--- src/rtl/cartridge_bank_mapper_with_save_ram_unit_macros.svh ---
// ----------------------------------------------------------------------------
// Cartridge bank mapper assertion macros
// Shorthand for the concurrent checks at the end of the top level.
// ----------------------------------------------------------------------------
`ifndef CARTRIDGE_BANK_MAPPER_WITH_SAVE_RAM_UNIT_MACROS_SVH
`define CARTRIDGE_BANK_MAPPER_WITH_SAVE_RAM_UNIT_MACROS_SVH

// Both sides sampled at the same clock edge.
`define CBM_ASSERT_SAME(label, pre, post) \
	label: assert property (@(posedge clk) disable iff (!arst_n) (pre) |-> (post)) \
		else $error("cartridge bank mapper check failed");

// The consequence is sampled at the following clock edge.
`define CBM_ASSERT_NEXT(label, pre, post) \
	label: assert property (@(posedge clk) disable iff (!arst_n) (pre) |=> (post)) \
		else $error("cartridge bank mapper check failed");

`endif

--- src/rtl/cbm_pkg.sv ---
// ----------------------------------------------------------------------------
// Cartridge bank mapper package
// Shared codes, widths and the command and status groups of the mapper.
// ----------------------------------------------------------------------------
`default_nettype none

package cbm_pkg;

	localparam int ADDR_W    = 24;
	localparam int DATA_W    = 16;
	localparam int ROM_W     = 25;
	localparam int BANK_W    = 6;
	localparam int OFFSET_W  = 19;
	localparam int REG_W     = 8;
	localparam int NUM_WIN   = 8;
	localparam int WIN_W     = 3;
	localparam int MASK_W    = 16;
	localparam int CFG_IDX_W = 2;

	typedef logic [1:0] op_t;
	localparam op_t OP_SAVE_RD  = 2'd0;
	localparam op_t OP_SAVE_WR  = 2'd1;
	localparam op_t OP_BANK_WR  = 2'd2;
	localparam op_t OP_XLATE    = 2'd3;

	typedef logic [1:0] lanes_t;
	localparam lanes_t LANES_BOTH = 2'd0;
	localparam lanes_t LANES_EVEN = 2'd1;
	localparam lanes_t LANES_ODD  = 2'd2;
	localparam lanes_t LANES_NONE = 2'd3;

	typedef logic [CFG_IDX_W-1:0] cfg_idx_t;
	localparam cfg_idx_t CFG_SRAM_ONLY = 2'd0;
	localparam cfg_idx_t CFG_LANES     = 2'd1;
	localparam cfg_idx_t CFG_SAVE_MASK = 2'd2;
	localparam cfg_idx_t CFG_BANK_MASK = 2'd3;

	localparam logic [1:0] SAVE_UNLOCK = 2'b01;
	localparam logic [7:0] LANE_OPEN   = 8'hFF;

	typedef struct packed {
		logic              sram_only;
		lanes_t            lanes;
		logic [MASK_W-1:0] save_mask;
		logic [BANK_W-1:0] bank_mask;
	} cfg_t;

	typedef struct packed {
		logic load_item;
		logic mem_rd0;
		logic mem_rd1;
		logic mem_wr0;
		logic mem_wr1;
		logic cap_hi;
		logic bank_wr;
		logic load_out;
	} cmd_t;

	typedef struct packed {
		op_t  op;
		logic two_access;
	} status_t;

endpackage

`default_nettype wire

--- src/rtl/cbm_ctrl.sv ---
// ----------------------------------------------------------------------------
// Cartridge bank mapper sequencer
// Steps each accepted access through the save memory port and the result register.
// ----------------------------------------------------------------------------
`default_nettype none

module cbm_ctrl
	import cbm_pkg::*;
(
	input  wire logic    clk,
	input  wire logic    arst_n,
	input  wire logic    in_valid,
	output logic         in_stall,
	output logic         out_valid,
	input  wire logic    out_stall,
	input  wire status_t status,
	output cmd_t         cmd
);

	localparam logic [2:0] S_IDLE = 3'd0;
	localparam logic [2:0] S_EXEC = 3'd1;
	localparam logic [2:0] S_RD1  = 3'd2;
	localparam logic [2:0] S_WR1  = 3'd3;
	localparam logic [2:0] S_OUT  = 3'd4;

	logic [2:0] state_q;
	logic [2:0] state_d;
	logic       out_valid_q;
	logic       out_free;

	assign out_free  = !out_valid_q || !out_stall;
	assign in_stall  = (state_q != S_IDLE);
	assign out_valid = out_valid_q;

	always_comb begin
		cmd     = '0;
		state_d = state_q;
		unique case (state_q)
			S_IDLE: begin
				if (in_valid) begin
					cmd.load_item = 1'b1;
					state_d       = S_EXEC;
				end
			end
			S_EXEC: begin
				unique case (status.op)
					OP_SAVE_RD: begin
						cmd.mem_rd0 = 1'b1;
						state_d     = S_RD1;
					end
					OP_SAVE_WR: begin
						cmd.mem_wr0 = 1'b1;
						state_d     = status.two_access ? S_WR1 : S_OUT;
					end
					OP_BANK_WR: begin
						cmd.bank_wr = 1'b1;
						state_d     = S_OUT;
					end
					OP_XLATE: begin
						state_d = S_OUT;
					end
				endcase
			end
			S_RD1: begin
				cmd.cap_hi  = 1'b1;
				cmd.mem_rd1 = status.two_access;
				state_d     = S_OUT;
			end
			S_WR1: begin
				cmd.mem_wr1 = 1'b1;
				state_d     = S_OUT;
			end
			S_OUT: begin
				if (out_free) begin
					cmd.load_out = 1'b1;
					state_d      = S_IDLE;
				end
			end
			default: begin
				state_d = S_IDLE;
			end
		endcase
	end

	always_ff @(posedge clk or negedge arst_n) begin
		if (!arst_n) begin
			state_q     <= S_IDLE;
			out_valid_q <= 1'b0;
		end else begin
			state_q <= state_d;
			if (cmd.load_out) begin
				out_valid_q <= 1'b1;
			end else if (!out_stall) begin
				out_valid_q <= 1'b0;
			end
		end
	end

endmodule

`default_nettype wire

--- config.mk ---
export PLATFORM = sky130hd
export DESIGN_NAME = cbm_ctrl
export DESIGN_NICKNAME = d
export VERILOG_FILES = /design/src/rtl/cartridge_bank_mapper_with_save_ram_unit_macros.svh /design/src/rtl/cbm_pkg.sv /design/src/rtl/cbm_ctrl.sv
export SDC_FILE = /design/constraint.sdc
export NUM_CORES = 1
export LEC_CHECK = 0
export BUFFER_PORTS_ARGS = -buffer_cell sky130_fd_sc_hd__buf_2
export CAP_MARGIN = 15
export CORE_AREA = 2 2 39 41
export DETAILED_ROUTE_END_ITERATION = 10
export DIE_AREA = 0 0 41 43
export GPL_TIMING_DRIVEN = 1
export SLEW_MARGIN = 15
export SYNTH_ARGS = -nofsm -noshare
export SYNTH_HDL_FRONTEND = slang
export SYNTH_SLANG_ARGS = --single-unit
export TNS_END_PERCENT = 10
--- constraint.sdc ---
create_clock -name clk -period 2.2 [get_ports clk]
set_clock_uncertainty 0.1 [all_clocks]
set_input_delay 0.22 -clock clk [delete_from_list [all_inputs] [get_ports clk]]
set_output_delay 0.22 -clock clk [all_outputs]
set_load 0.005 [all_outputs]
Word level (Yosys, flattened, before mapping). Index checks and enable logic that the tools add are counted.

Order comparisons: 0. Shift-type cells: 0. Divide/modulo/power cells: 0. Equal/unequal tests: 10. Reductions and logical operators: 9. Bitwise gates (word level): 0. Multiply operators: 0. Mux-type cells: 20. Add/sub/neg operators: 0.

Operators by type and width (number): $mux 1 (15); $pmux 3 s4 (1); $mux 3 (3); $pmux 3 s3 (1); $eq 3x2->1 const B (2); $eq 2x2->1 const B (2); $ne 2x2->1 const B (2); $reduce_or 2->1 (2); $eq 3x1->1 const B (1); $eq 3x3->1 const B (1); $logic_not 3->1 (1); $reduce_bool 3->1 (1); $eq 2x1->1 const B (1); $logic_not 1->1 (2); $logic_not 2->1 (1); $ne 2x1->1 const B (1); $reduce_and 2->1 (1); $logic_or 1x1->1 (1).

Bits in latches: 0. Output and inout port bits: 10. Memories kept: 0. Bits in read-only memories: 0. Register bits after elaboration: 4. RAM bits: 0.

Longest topological paths before layout.
Word-level depth: 5. Depth in mapped cells: 3.

Worst setup path before layout. No wires, ideal clock.

Kind: register to output. From: reg state_q[2]. To: out in_stall. Arrival time: 0.810 ns. Required time: 1.880 ns. Path buffers: 0. Setup slack: 1.070 ns. Stages on the path, launching flop included: 2. Cells stage by stage: dfrtp_1 or3_1.

Word-level cells in the longest chain between the ends: 1.

Ends and longest elaborated chain: start: declaration (RTL line cbm_ctrl.sv:26) `logic [2:0] state_q;`; start signal: assignment (RTL line cbm_ctrl.sv:90) `state_q <= state_d;`; $reduce_bool 3->1 (RTL line cbm_ctrl.sv:32) `assign in_stall = (state_q != S_IDLE);`; end: declaration (RTL line cbm_ctrl.sv:13) `output logic in_stall,`.

Every way passes these cells.

Final worst setup path. Ends and elaborated chain as after synthesis.

==> results by group <==
Synth
  • Mux contribution to synthesized area: 0
  • Synth Area in Compound Gates: 0.0816
  • Synth warnings: 0
  • Simple-gate area share of the yosys netlist: 0.510
  • Synthesized area: 245 um^2
  • XOR/XNOR share of the synthesized area: 0
  • Post-synth EDFFs: 0
  • Top-area cell type share of the netlist area: 0.408
  • Top FF cell, synth: dfrtp_1
  • Mapped Avg Cell Area: between 8 and 9 um^2
  • Largest family of logic cells by synthesized area: simple AND/OR/NAND/NOR gates
  • Top post-synthesis cells by area: dfrtp_1, and2b_1, nand2_1, nor2_1, nor3b_2
  • Synth area leader: dfrtp_1
  • Post-Syn Instances: 28
  • Syn Nets: 35
  • Ys async rst share: 1.00
  • FF+latch count, synth: 4
  • Distinct cells, synth: 17
  • Synth cell count leaders: dfrtp_1, nand2_1, nor2_1, and2b_1, nor3_1
  • Sequential area share after synthesis: 0.408
  • Synth Area in Adders: 0

STA
  • Final period demand of the worst path: 1510 ps
  • Highest clock rate: 0.663 GHz
  • Slew HR: 0.855
  • Tightest Pin Transition: roughly 220 ps
  • Period utilization: 0.686
  • RSZ-0062 raised after global routing: false
  • Final Max Slew Viols: 0
  • Finish-stage setup viols: 0
  • Final hold violations: 0
  • Final setup margin: 692 ps
  • TNS Setup: 0 ps

Drt
  • Post-route DRC: 0
  • Routed Antenna Nets: 0
  • Drt first pass iters: 1
  • Routed WL: 540 um
  • Via count: 267
  • Vias/cell: 4.17
  • 1st-iter DRT viols: 0
  • DR WL/cell: 8.44 um

Floorplan
  • Initial Util: 0.177
  • Core Area: 0.00138 mm^2
  • Chip Width: 41 um
  • Die Ht: roughly 43 um
  • Boundary Pins: 17
  • # rows: 14
  • Die area: 0.00176 mm^2

Placed design
  • HPWL after DPL: 464 um
  • GP Congestion: 0.636
  • Place WS: 923 ps
  • Port bufs: 16

Worst hold path
  • Min-delay src: out_stall
  • HP Class: input port to flip-flop

CTS
  • H-Tree Depth: 1
  • Post-CTS setup buffer count: 0
  • CTS Hold Bufs: 1
  • Clock Latency Late Sink: 230 ps
  • Clk slew on worst S/H paths: approximately 30 ps
  • CTS tree: built
  • Clk root buf: clkbuf_4
  • CTS Sinks: 4
  • Number of gates resized after cts: 0
  • Clock Path Buffers: 2
  • CTS buffer count: 3

Worst setup path
  • Critical Path Start: state_q[2]
  • Critical Path RT: 1880 ps
  • Worst reg2reg startpoint: state_q[2]
  • Crit path arrival time: ~1200 ps
  • CP startpoint kind: flip-flop
  • Critical Path Sink Type: output port
  • Max Fanout on Critical Path: 8
  • WS Path Type: flip-flop to output port

GRT
  • Total GRT Usage: 0.0775
  • Initial antenna violation count: 0
  • First-pass GRT wire length: 883 um
  • Largest net degree at the start of global routing: 9
  • Vias in the first global route: 258
  • Global route overflow: 0

Finish
  • Layout overhead on the synthesized area: 54.1%
  • # fillers: 154
  • Multi-input gate area: between 100 and 150 um^2
  • Final #Nets: 57
  • Share of layout cells above drive strength 1: 0.458
  • FF/Latch Area: 100 um^2
  • Inserted Diodes: 0

Pwr
  • Pwr dens: a little over 1000 mW/mm^2
  • Lkg Pwr: 0.217 nW
  • Worst vdd ir: roughly 0.28 mV

Run
  • Total of max-cap violations: 0

Outcome
  • Outcome: complete, no violations
## state kept, by name, summed over array words and instances (netlist names)
register	cells
out_valid	1
state_q	3
## area by class of cell
class / instances / share of cell area
tap: 16 / 0.0530
multi-input combinational: 24 / 0.384
sequential: 4 / 0.265
timing repair buffer: 17 / 0.238
clock buffer: 3 / 0.0596
## power by group
group | total (mW) | internal [mW] | switching (mW)
clock | 0.0860 | 0.0607 | 0.0253
sequential | 0.143 | 0.101 | 0.0414
combinational | 0.156 | 0.0837 | 0.0725
total | 0.385 | 0.246 | 0.139
## cell families (layout without fill, tap and decap cells)
family                 after synthesis  count (layout)
AO/OA/AOI/OAI                        3               3
buffers and inverters                0              20
flip-flops                           4               4
AND/OR/NAND/NOR                     21              21
## per-layer routing
layer,global-route usage,share of wire,up-vias
met5,0,0,-
met4,0.0600,0,0
met3,0.0471,0.069,0
met2,0.116,0.53,5
met1,0.0712,0.40,121
li1,-,-,141
## worst max-delay path: stages (launching register included)
cell	delay [ps]
dfrtp_1	440
or3_1	390
buf_2	130
## placed cells by master, fill, tap and decap left out, types with 2 or more instances in the layout
cell type and count:
nand2_1 4, nor2_1 4, nor3_1 2, dfrtp_1 4, buf_2 16, clkbuf_4 3, and2b_1 2
## through the flow
stage	hold WS [ps]	instances	total power [mW]	util	area, um^2
global route	139	64	0.426	0.273	378
floorplan	-176	28	0.229	-	245
finish	124	64	0.385	0.273	378
global placement	-72.7	60	0.300	0.250	345
detailed placement	-69.8	60	0.303	0.250	345
CTS	120	64	0.396	0.273	378
## worst paths after layout
kind                       cells after the start         end  slack, ps
max                                            2    in_stall        690
min                                            3   out_valid        120
max reg2reg                                    3  state_q[1]       1180
min reg2reg                                    2   out_valid        420
max in group asynchronous                      2  state_q[0]       1660
min in group asynchronous                      2   out_valid        220
Power figures use the tool's default switching activity.
